### src/rtl/core/cht_pkg.sv
package cht_pkg;

   localparam int MaxBuckets  = 16;
   localparam int PoolEntries = 64;
   localparam int IdxW        = 6;
   localparam int LinkW       = 7;
   localparam int BktW        = 4;
   localparam logic [31:0] MurmurM = 32'h5bd1e995;
   localparam logic [LinkW-1:0] NullLink = LinkW'(PoolEntries);

   typedef enum logic [2:0] {
      KIND_INSERT = 3'd0,
      KIND_LOOKUP = 3'd1,
      KIND_REMOVE = 3'd2,
      KIND_CLEAR  = 3'd3,
      KIND_MAXKEY = 3'd4
   } kind_type;

   localparam logic [1:0] ST_OK       = 2'd0;
   localparam logic [1:0] ST_NOTFOUND = 2'd1;
   localparam logic [1:0] ST_FULL     = 2'd2;
   localparam logic [1:0] ST_EMPTY    = 2'd3;

   typedef struct packed {
      logic [2:0]  kind;
      logic [31:0] key;
      logic [31:0] value;
   } req_type;

   typedef struct packed {
      logic [1:0]  status;
      logic [31:0] found_value;
      logic [31:0] max_key;
      logic [6:0]  removed_count;
      logic [6:0]  entry_count;
   } rsp_type;

   typedef struct packed {
      logic        start;
      logic [31:0] key;
      logic [4:0]  nbuckets;
   } hash_cmd_type;

   typedef struct packed {
      logic            done;
      logic [BktW-1:0] bucket;
   } hash_res_type;

endpackage

### src/rtl/core/cht_hash.sv
module cht_hash
   import cht_pkg::*;
(
   input  logic         clock,
   input  logic         reset,
   input  hash_cmd_type cmd,
   output hash_res_type res
);

   typedef enum logic [2:0] {
      H_IDLE, H_K1, H_K2, H_H1, H_H2, H_MOD, H_DONE
   } hstate_type;

   hstate_type  state_ff;
   logic [31:0] k_ff, h_ff, x_ff;
   logic [4:0]  n_ff;
   logic [31:0] prod;
   logic [31:0] mul_a;

   // largest shift keeping n<<s at or below h
   function automatic logic [4:0] modshift(input logic [31:0] h, input logic [4:0] n);
      logic [4:0]  s;
      logic [36:0] t;
      s = 5'd0;
      for (int i = 1; i < 32; i++) begin
         t = {32'd0, n} << i;
         if (t <= {5'd0, h}) s = 5'(i);
      end
      return s;
   endfunction

   // one shared multiplier by the murmur constant
   always_comb begin
      unique case (state_ff)
         H_K2:    mul_a = k_ff ^ (k_ff >> 24);
         H_H2:    mul_a = x_ff ^ (x_ff >> 13);
         default: mul_a = k_ff;
      endcase
   end
   assign prod = mul_a * MurmurM;

   always_ff @(posedge clock) begin
      if (reset) begin
         state_ff <= H_IDLE;
      end else begin
         unique case (state_ff)
            H_IDLE: begin
               if (cmd.start) begin
                  k_ff     <= cmd.key;
                  n_ff     <= (cmd.nbuckets == 5'd0) ? 5'd1 :
                              (cmd.nbuckets > 5'(MaxBuckets)) ? 5'(MaxBuckets) : cmd.nbuckets;
                  state_ff <= H_K1;
               end
            end
            H_K1: begin
               k_ff     <= prod;
               state_ff <= H_K2;
            end
            H_K2: begin
               // h = 4*m, then xor k*m
               x_ff     <= (32'd4 * MurmurM) ^ prod;
               state_ff <= H_H2;
            end
            H_H2: begin
               h_ff     <= prod ^ (prod >> 15);
               state_ff <= H_MOD;
            end
            H_MOD: begin
               // repeated subtraction would be long; reduce via 64-bit-free shift-subtract
               if (h_ff >= {27'd0, n_ff}) begin
                  h_ff <= h_ff - ({27'd0, n_ff} << modshift(h_ff, n_ff));
               end else begin
                  state_ff <= H_DONE;
               end
            end
            H_DONE:  state_ff <= H_IDLE;
            default: state_ff <= H_IDLE;
         endcase
      end
   end

   assign res.done   = (state_ff == H_DONE);
   assign res.bucket = h_ff[BktW-1:0];

endmodule

### config.mk
export PLATFORM = sky130hd
export DESIGN_NAME = cht_hash
export DESIGN_NICKNAME = d
export VERILOG_FILES = /design/src/rtl/core/cht_pkg.sv /design/src/rtl/core/cht_hash.sv
export SDC_FILE = /design/constraint.sdc
export NUM_CORES = 1
export LEC_CHECK = 0
export BUFFER_PORTS_ARGS = -buffer_cell sky130_fd_sc_hd__buf_2
export CORE_MARGIN = 2
export CORE_UTILIZATION = 60
export CTS_CLUSTER_SIZE = 28
export DETAILED_ROUTE_END_ITERATION = 10
export PLACE_DENSITY = 0.83
export SLEW_MARGIN = 20
export SYNTH_ARGS = -nofsm -noshare
export SYNTH_HDL_FRONTEND = slang
export SYNTH_SLANG_ARGS = --single-unit
### constraint.sdc
create_clock -name clock -period 7.7 [get_ports clock]
set_input_delay 0.77 -clock clock [delete_from_list [all_inputs] [get_ports clock]]
set_output_delay 0.77 -clock clock [all_outputs]
set_load 0.005 [all_outputs]
**Word-level counts from Yosys, hierarchy flattened**

Cells that the tools add are included.

- Shifts and indexed selects: 1
- $lt $le $gt $ge: 33
- Mux-type cells: 43
- Bitwise gates (word level): 5
- Reductions and logical operators: 10
- Eq/ne operators: 8
- Add/subtract/negate cells: 1
- $mul: 1

Operator list:

| operator | count |
|---|---|
| $pmux W32 S2 | 3 |
| $mux W5 | 34 |
| $mux W32 | 2 |
| $le A36 B32 Y1 | 1 |
| $le A35 B32 Y1 | 1 |
| $le A34 B32 Y1 | 1 |
| $le A33 B32 Y1 | 1 |
| $ge A32 B5 Y1 | 1 |
| $le A10 B32 Y1 | 1 |
| $le A11 B32 Y1 | 1 |
| $le A12 B32 Y1 | 1 |
| $le A13 B32 Y1 | 1 |
| $le A14 B32 Y1 | 1 |
| $le A15 B32 Y1 | 1 |
| $le A16 B32 Y1 | 1 |
| $le A17 B32 Y1 | 1 |
| $le A18 B32 Y1 | 1 |
| $le A19 B32 Y1 | 1 |
| $le A20 B32 Y1 | 1 |
| $le A21 B32 Y1 | 1 |
| $le A22 B32 Y1 | 1 |
| $le A23 B32 Y1 | 1 |
| $le A24 B32 Y1 | 1 |
| $le A25 B32 Y1 | 1 |
| other kinds (33) | 42 |

- Logic and storage cells: 108
- Bits in registers: 104
- Output and inout port bits: 5

**Logic depth before layout (Yosys ltp)**

Gate-level depths: netlist (run 1).

- Depth after elaboration: 39
- Depth in mapped cells: 33
- Gate-level depth less buffers: 31

**Least setup slack after synthesis (run 1)**

No wires, ideal clock.

- Kind: register to register
- Start point: reg state_ff[2]
- End point: reg h_ff[16] (data pin)
- Setup slack: -0.599 ns
- Path buffers: 5
- Arrival time: 8.032 ns
- Required time: 7.433 ns
- Stages on the path, launching flop included: 30
- Setup time: 0.267 ns
- Path through: dfxtp_1 > clkbuf_1 > nand2_1 > clkbuf_1 > clkbuf_1 > clkbuf_1 > clkbuf_1 > nand2_1 > o21ai_0 > fa_1 > ha_1 > inv_1 > fa_1 > fa_1 > inv_1 > fa_1 > inv_1 > fa_1 > inv_1 > fa_1 > fa_1 > ha_1 > a211o_1 > a31oi_1 > nor2_1 > or3_1 > a31oi_1 > xnor2_1 > xor2_1 > o21ai_0

- Cells in the longest elaborated chain, start to end: 5

Ends and longest elaborated chain:

| element | RTL line | RTL |
|---|---|---|
| from (decl) | cht_hash.sv:14 | `hstate_type state_ff;` |
| from (signal assigned) | cht_hash.sv:44 | `state_ff <= H_IDLE;` |
| from (signal assigned) | cht_hash.sv:52 | `state_ff <= H_K1;` |
| from (signal assigned) | cht_hash.sv:57 | `state_ff <= H_K2;` |
| $eq A3 B3 Y1 or $eq A3 B2 Y1 (tied branches) | cht_hash.sv:34 | `unique case (state_ff)` |
| $pmux W32 S2 * | cht_hash.sv:34 |  |
| $mul A32 B31 Y32 * | cht_hash.sv:40 | `assign prod = mul_a * MurmurM;` |
| via prod[31] | cht_hash.sv:17 | `logic [31:0] prod;` |
| $xor A32 B17 Y32 * | cht_hash.sv:65 | `h_ff <= prod ^ (prod >> 15);` |
| $pmux W32 S2 * | cht_hash.sv:46 | `unique case (state_ff)` |
| to (signal assigned) | cht_hash.sv:65 |  |
| to (signal assigned) | cht_hash.sv:71 | `h_ff <= h_ff - ({27'd0, n_ff} << modshift(h_ff, n_ff));` |
| to (decl) | cht_hash.sv:15 | `logic [31:0] k_ff, h_ff, x_ff;` |

Mark *: on every way through the listed nets, which the timed path passes. The rest lies on a longest branch.
A chain may end at the register's enable or synchronous reset.

**Worst setup path after layout (run 1)**

- Start point: reg state_ff[0]
- End point: reg h_ff[14] (data pin)

- Cells in the longest elaborated chain, start to end: 5

Ends and longest elaborated chain:

| element | RTL line |
|---|---|
| $eq A3 B3 Y1 or $eq A3 B2 Y1 (tied branches) | cht_hash.sv:34, cht_hash.sv:46 |
| $pmux W32 S2 | cht_hash.sv:34 |
| $mul A32 B31 Y32 | cht_hash.sv:40 |
| $xor A32 B17 Y32 | cht_hash.sv:65 |
| $pmux W32 S2 * | cht_hash.sv:46 |

Every way passes the cells marked *; elsewhere a longest branch is shown, timed or not.

==> flow_summary.toml, run 1 <==
[outcome]
status = "complete, but fails checks"
violations = "negative setup slack"

[yosys]
synth_edf_count = 101
synthFlopType = "edfxtp_1"
synth_area_leaders = "ha_1 25%, fa_1 18%, edfxtp_1 15%, inv_1 7.9%, xnor2_1 3.9%"
yosys.area.top_type = "ha_1"
synth_cell_type_count = 89
netlist.area_leader.share_pct = 25.3
seq_area_frac_synth_pct = 15.7
synthCells = 2135
synth.avg_cell_area_sq_um = 9.23
synth-seq-cells = 104
async_reset_ff_share_pct = 0
yosysWarningCount = 0
synth_fp_nets = 2756
netlist_area_sq_um = 19700

[job]
cap_viol_max_count = 0

[final_layout]
final_nets = 2924
final_cell_mix = "415 x inv_1, 389 x ha_1, 178 x fa_1"
areaGrowthSynthToFinish_pct = 13.3
drive_above_1_share_pct = 14.3
diodes = 0
mostFrequentLayoutCell = "inv_1"
fin_util_pct = 68.8

[global_route]
grt_use_met2_pct = 61.5
grt_usage_pct = 35.5
antenna_found_initial = 0
grt_pass1_wl_um = 92700
grt.busiest_layer = "met2"
met3_usage_pct = 4.31
use_met1_pct = 41.2
grt.overflow.total = 0
grt_max_degree = 54
grt_pass1_vias = 17581

[timing]
fin_ws_ps = -75.3
setup_tns_ps = -75.3
hold_viol = 0
setup_viol_count_final = 1
fmaxAchievable_ghz = 0.129
relSlewSlack_pct = 26.9
grt_setup_unrepaired = "yes"
min_period_over_period_pct = 101
min_period_ps = 7780
worstMarginPinSlew_ps = 1090
finClkSkew_ps = 17.8
slew_viol_final = 0

[critical_path]
r2r_slack_ps = -80
cp-end-kind = "flip-flop"
worstPathArrival_ps = 7850
cp_slowest_cell = "fa_1"
max_stage_delay_ps = 540
cp.required_ps = 7780
cp-start-kind = "flip-flop"
cpMostUsedCell = "inv_1"
crit_type = "reg -> reg"
r2r_cells = 35
critPathMaxFanout = 5

[clock_tree]
clockBufferDepth = 2
cts_root_buf = "clkbuf_16"
htree_levels = 3
cts.sinks = 104
clkSlewWorstSetupHoldPaths_ps = 80
clk_latency_ps = 360
cts_hold_buf = 0
numCtsBuffers = 9
cts_tree = "yes"

[drt]
dr.pass1.iters = 6
drt_wl_total_um = 60100
wl_per_cell_um = 21.9
drc = 0
viasPerCell = 6.10
ant_nets = 0
drtIter0Drc = 1368
num_vias = 16784

[hold_path]
min_path_cells = 3
hp-class = "reg -> reg"

[die]
initial_core_util_pct = 60.7
pin_count = 45
num_rows = 66
coreArea_sq_um = 32500
die-area_sq_um = 34300
die_x_um = 185
die_h_um = 185

[placement]
routabilityCongestion = 1.01
hpwl_um = 48800
place_ws_ps = -143
io_buffer_count = 44
==> state kept, by name, summed over array words and instances, names as in the netlist <==
register / flops
x_ff: 32
n_ff: 5
h_ff: 32
k_ff: 32
state_ff: 3
==> path summary, 6_finish.rpt <==
check / from / to
min reg2reg: state_ff[1] / state_ff[2]
min: state_ff[1] / state_ff[2]
max reg2reg: state_ff[0] / h_ff[14]
max: state_ff[0] / h_ff[14]
==> worst max-delay path: cells and delay by family, from the launching register on <==
kind | cells | cell delay [ps]
adder cells (fa/ha/maj) | 9 | 3470
AND/OR/NAND/NOR | 6 | 1330
buffers and inverters | 11 | 1060
AO/OA/AOI/OAI | 7 | 980
flip-flops | 1 | 350
XOR/XNOR | 2 | 290
==> cell usage after synthesis (8+ instances only) <==
cell type  instances
or3_1             13
a211oi_1          14
a21oi_1          108
mux2_2            13
o21ai_0           89
fa_1             182
nand4_1           22
o22ai_1           10
nand3_1           45
nand2_1          174
o2111ai_1          9
mux2i_1            8
nor4_1            11
a31oi_1           12
o21a_1            14
edfxtp_1         101
xor2_1            32
clkbuf_1          18
and4_1            10
nor2_1            80
and2_1             8
nor3_1            19
nand2b_1          12
a21o_1            51
and3_1            19
nor2b_1           14
xnor2_1           87
ha_1             399
o211ai_1          11
or2_2              8
a31o_2             9
o21bai_1           8
inv_1            416
==> metrics by stage <==
step,instance area [sq um],hold WS (ps),cells
after floorplan,19800,535,2135
after global placement,21500,521,2725
after detailed placement,21500,571,2725
after CTS,21900,582,2743
after global routing,22300,661,2750
final,22300,655,2750
==> layout make-up <==
cell class | instances | area (sq um)
clock buffer | 9 | 225
clock inverter | 7 | 97.6
fill | 2456 | 10100
inverter | 416 | 1560
multi-input combinational | 1589 | 15400
sequential | 104 | 3100
tap | 442 | 553
timing repair buffer | 183 | 1420
==> what timing repair did <==
item | CTS | global route
resized for setup | 8 | 69
cloned | 1 | 1
endpoints found under the setup margin | 10 | 38
pin swaps | 1 | 35
buffers inserted | 1 | 7
endpoints found under the hold margin | 0 | 0
==> layer usage <==
| layer | vias up | share of wire [%] | wire, um |
|---|---|---|---|
| met5 | - | 0 | 0 |
| met4 | 0 | 8.1 | 4850 |
| met3 | 269 | 6.7 | 4040 |
| met2 | 796 | 48 | 28900 |
| met1 | 8077 | 37 | 22300 |
| li1 | 7642 | - | - |
==> cell families (layout without fill, tap and decap cells) <==
logic type | Yosys count | count (layout) | synth area share (%)
buf+inv | 442 | 615 | 8.53
xor+xnor | 120 | 120 | 5.41
flops | 104 | 104 | 15.7
simple gates | 477 | 477 | 12.4
compound gates | 390 | 390 | 13.0
mux | 21 | 21 | 1.15
fa+ha+maj | 581 | 581 | 43.8
Power of run 1 is not shown: default switching activity piles up to over one toggle a cycle in this logic, so the estimate is an artifact.
==> run 2: changes to the inputs <==
Settings changed: CORE_UTILIZATION 60 to 59, PLACE_DENSITY 0.83 to 0.82.
==> flow_summary.toml, run 2 (synthesis results as in run 1) <==
[timing]
setup_viol_count_final = 0
fmaxAchievable_ghz = 0.131
slew_viol_final = 0
min_period_over_period_pct = 98.9
hold_viol = 0
worstMarginPinSlew_ps = 996
grt_setup_unrepaired = "yes"
min_period_ps = 7620
relSlewSlack_pct = 33.4
finClkSkew_ps = 18.3

[global_route]
grt_usage_pct = 34.2
grt.overflow.total = 0
antenna_found_initial = 1
grt_pass1_wl_um = 93200
grt_pass1_vias = 17398
grt_max_degree = 54

[drt]
drt_wl_total_um = 59900
dr.pass1.iters = 7
num_vias = 16791
drc = 0
drtIter0Drc = 1429
wl_per_cell_um = 21.8
ant_nets = 0
viasPerCell = 6.10

[die]
num_rows = 66
die-area_sq_um = 34900
initial_core_util_pct = 60.3
pin_count = 45
die_x_um = 187
die_h_um = 187
coreArea_sq_um = 32700

[job]
cap_viol_max_count = 0

[critical_path]
r2r_cells = 30
max_stage_delay_ps = 540
cp-start-kind = "flip-flop"
crit_type = "reg -> reg"
worstReg2RegEnd = "h_ff[16]"
critPathMaxFanout = 5
r2r_start = "state_ff[0]"
cp.required_ps = 7790
worstPathArrival_ps = 7710
cp_slowest_cell = "fa_1"
r2r_slack_ps = 80
cpMostUsedCell = "fa_1"
cp-end-kind = "flip-flop"

[final_layout]
mostFrequentLayoutCell = "inv_1"
final_nets = 2924
finish.instance_area_sq_um = 22200
seqCellArea_sq_um = 3100
reg_top3 = "h_ff x32, k_ff x32, x_ff x32"
drive_above_1_share_pct = 13.6
final_cell_mix = "414 x inv_1, 390 x ha_1, 182 x fa_1"
fillers = 2494
areaGrowthSynthToFinish_pct = 12.8
multiInputGateArea_sq_um = 15300

[hold_path]
min_to = "state_ff[0]"
min-delay-start = "state_ff[0]"
min_path_cells = 3
hp-class = "reg -> reg"

[clock_tree]
cts_hold_buf = 0
htree_levels = 3
clkSlewWorstSetupHoldPaths_ps = 70
clockBufferDepth = 2
numCtsBuffers = 9
cts.sinks = 104
clk_latency_ps = 360
cts_tree = "yes"
cts_root_buf = "clkbuf_16"

[placement]
hpwl_um = 48900
postPlaceCellArea_sq_um = 21500
routabilityCongestion = 1.01
io_buffer_count = 44

[outcome]
status = "completed"
==> run 2: cell types whose count changed in the layout (fill, tap and decap cells not counted), sizes merged <==
cell    previous run  this run
buf              182       181
diode              0         1
clkbuf            10        11
==> run 2: routing by layer <==
layer / track usage, % / vias up / part of all wire, %
li1: - / 7653 / -
met1: 39.9 / 8108 / 37
met2: 60.2 / 796 / 49
met3: 4.72 / 234 / 7.0
met4: 20.1 / 0 / 6.8
met5: 0 / - / 0
==> run 2: worst max-delay path by stage <==
stage	start	endpoint	slack, ps	depth (start not counted)
floorplan	state_ff[1]	h_ff[16]	30	29
global placement	state_ff[0]	h_ff[6]	170	33
detailed placement	state_ff[0]	h_ff[6]	-0.07	33
CTS	state_ff[0]	h_ff[16]	40	33
global route	state_ff[0]	h_ff[16]	-170	30
finish	state_ff[0]	h_ff[16]	80	30
==> run 2: final cells by class <==
class	count	area share, %
Clock buffer	9	1.01
Antenna cell	1	0.0113
Multi-Input combinational cell	1589	68.7
Inverter	416	7.02
Timing Repair Buffer	183	6.42
Sequential cell	104	13.9
Tap cell	442	2.49
Clock inverter	7	0.405
==> run 2: what timing repair did <==
| item | CTS | global route |
|---|---|---|
| gates resized for setup | 1 | 59 |
| pin swaps | 0 | 25 |
| endpoints found under the setup margin | 1 | 32 |
| gates cloned | 0 | 3 |
| buffers inserted | 0 | 6 |
| hold endpoints to repair | 0 | 0 |
==> run 2: per-stage QoR <==
stage	setup TNS (ps)	utilization, %	std cells	hold WS, ps	worst slack [ps]
CTS	0	66.7	2740	572	44.7
global placement	0	65.7	2724	527	171
detailed placement	-0.0662	65.7	2724	551	-0.0662
global route	-1430	68.0	2751	635	-166
finish	0	68.0	2751	643	81.9
floorplan	0	-	2135	535	33.3
==> run 2: critical path: cells and delay by family (launching register included) <==
| kind | cells | cell delay (ps) |
|---|---|---|
| simple gates | 5 | 820 |
| flops | 1 | 350 |
| compound gates | 6 | 1110 |
| xor+xnor | 2 | 370 |
| fa+ha+maj | 9 | 3920 |
| buf+inv | 8 | 780 |
Power of run 2 is left out for the same reason.
==> run 3: changes to the inputs <==
--- a/config.mk
+++ b/config.mk
@@ -9,6 +9,6 @@
 export CORE_MARGIN = 2
-export CORE_UTILIZATION = 59
+export CORE_UTILIZATION = 53
 export CTS_CLUSTER_SIZE = 28
 export DETAILED_ROUTE_END_ITERATION = 10
-export PLACE_DENSITY = 0.82
+export PLACE_DENSITY = 0.75
 export SLEW_MARGIN = 20
--- a/constraint.sdc
+++ b/constraint.sdc
@@ -3,2 +3,2 @@
 set_output_delay 0.77 -clock clock [all_outputs]
-set_load 0.005 [all_outputs]
+set_load 0.02 [all_outputs]
==> flow_summary.toml, run 3 (synthesis results as in run 1) <==
[outcome]
status = "completed"

[die]
die_x_um = 197
num_rows = 70
initial_core_util_pct = 53.8
pin_count = 45
die-area_sq_um = 38700
coreArea_sq_um = 36600
die_h_um = 197

[drt]
num_vias = 16429
top_layer = "met4"
ant_nets = 0
drt_wl_total_um = 59000
drtIter0Drc = 1111
drc = 0
viasPerCell = 5.91
wl_per_cell_um = 21.2
dr.pass1.iters = 6
dr_wl_met3_um = 3220
wl_met1_um = 23500
route.met2.wl_um = 29000

[timing]
relSlewSlack_pct = 33.3
fmaxAchievable_ghz = 0.132
min_period_ps = 7550
finClkSkew_ps = 9.52
hold_slack_ps = 685
min_period_over_period_pct = 98.1
hold_viol = 0
grt_setup_unrepaired = "yes"
slew_viol_final = 0
setup_viol_count_final = 0
worstMarginPinSlew_ps = 997

[clock_tree]
cts_tree = "yes"
clockBufferDepth = 2
cts_hold_buf = 0
numCtsBuffers = 9
clkSlewWorstSetupHoldPaths_ps = 80
htree_levels = 3
cts.sinks = 104
cts_root_buf = "clkbuf_16"
clk_latency_ps = 370

[hold_path]
hp-class = "in -> reg"

[global_route]
grt_pass1_vias = 17057
antenna_found_initial = 1
grt_max_degree = 54
grt_pass1_wl_um = 92300
grt.overflow.total = 0
grt_usage_pct = 31.1

[critical_path]
max_stage_delay_ps = 550
critPathMaxFanout = 7
cp_slowest_cell = "fa_1"
cp-start-kind = "flip-flop"
cp.required_ps = 7790
cp-end-kind = "flip-flop"
cpMostUsedCell = "fa_1"
worstPathArrival_ps = 7650
crit_type = "reg -> reg"

[final_layout]
reg_top3 = "h_ff x32, k_ff x32, x_ff x32"
fin_util_pct = 60.6
areaGrowthSynthToFinish_pct = 12.6
fin_cells = 2780
mostFrequentLayoutCell = "inv_1"
drive_above_1_share_pct = 13.2
final_cell_mix = "416 x inv_1, 397 x ha_1, 181 x fa_1"
final_nets = 2927
fillers = 3111

[placement]
routabilityCongestion = 1.01
io_buffer_count = 44
dp_cells = 2754
hpwl_um = 49200

[job]
cap_viol_max_count = 0
-- run 3: cell types whose count changed in the layout (fill, tap and decap cells not counted), sizes merged --
| cell | previous run | this run |
|---|---|---|
| buf | 181 | 186 |
| bufinv | 1 | 0 |
| clkbuf | 11 | 10 |
| clkinv | 3 | 1 |
| clkinvlp | 1 | 2 |
| inv | 418 | 419 |
-- run 3: metrics by stage --
| stage | setup TNS (ps) | setup WS (ps) | area (sq um) |
|---|---|---|---|
| after global placement | 0 | 137 | 21600 |
| final | 0 | 147 | 22200 |
| after floorplan | 0 | 33.3 | 19800 |
| after CTS | 0 | 14.9 | 21900 |
| after detailed placement | -279 | -110 | 21600 |
| after global routing | -553 | -172 | 22200 |
-- run 3: final timing paths --
path / start / endpoint / slack, ps / cells after the start
worst max-delay path: state_ff[0] / h_ff[12] / 150 / 33
worst min-delay path: cmd[10] / k_ff[5] / 690 / 3
worst max register to register: state_ff[0] / h_ff[12] / 150 / 33
worst min register to register: state_ff[2] / state_ff[2] / 720 / 4
-- run 3: area by class of cell --
type / instances / area, sq um / share of cell area (%)
Multi-Input combinational cell: 1589 / 15200 / 68.6
Sequential cell: 104 / 3100 / 14.0
Inverter: 416 / 1560 / 7.04
Timing Repair Buffer: 186 / 1430 / 6.46
Tap cell: 468 / 586 / 2.64
Clock buffer: 10 / 229 / 1.03
Clock inverter: 6 / 62.6 / 0.282
Antenna cell: 1 / 2.50 / 0.0113
-- run 3: critical path: cells and delay by family, from the launching register on --
kind	cells	cell delay, ps
flip-flops	1	340
XOR/XNOR	2	360
buffers and inverters	9	930
AND/OR/NAND/NOR	3	360
adder cells (fa/ha/maj)	9	3800
AO/OA/AOI/OAI	10	1470
-- run 3: layer usage --
metal  global-route usage (%)  up-vias
met5                        0        -
met4                     16.0        0
met3                     2.74      175
met2                     54.1      592
met1                     38.6     8003
li1                         -     7659
-- run 3: timing repair --
item / CTS / global route
endpoints found under the setup margin: 13 / 33
setup buffers: 0 / 8
cloned: 0 / 0
resized for setup: 5 / 44
pin swaps: 1 / 13
Power of run 3 is left out for the same reason.
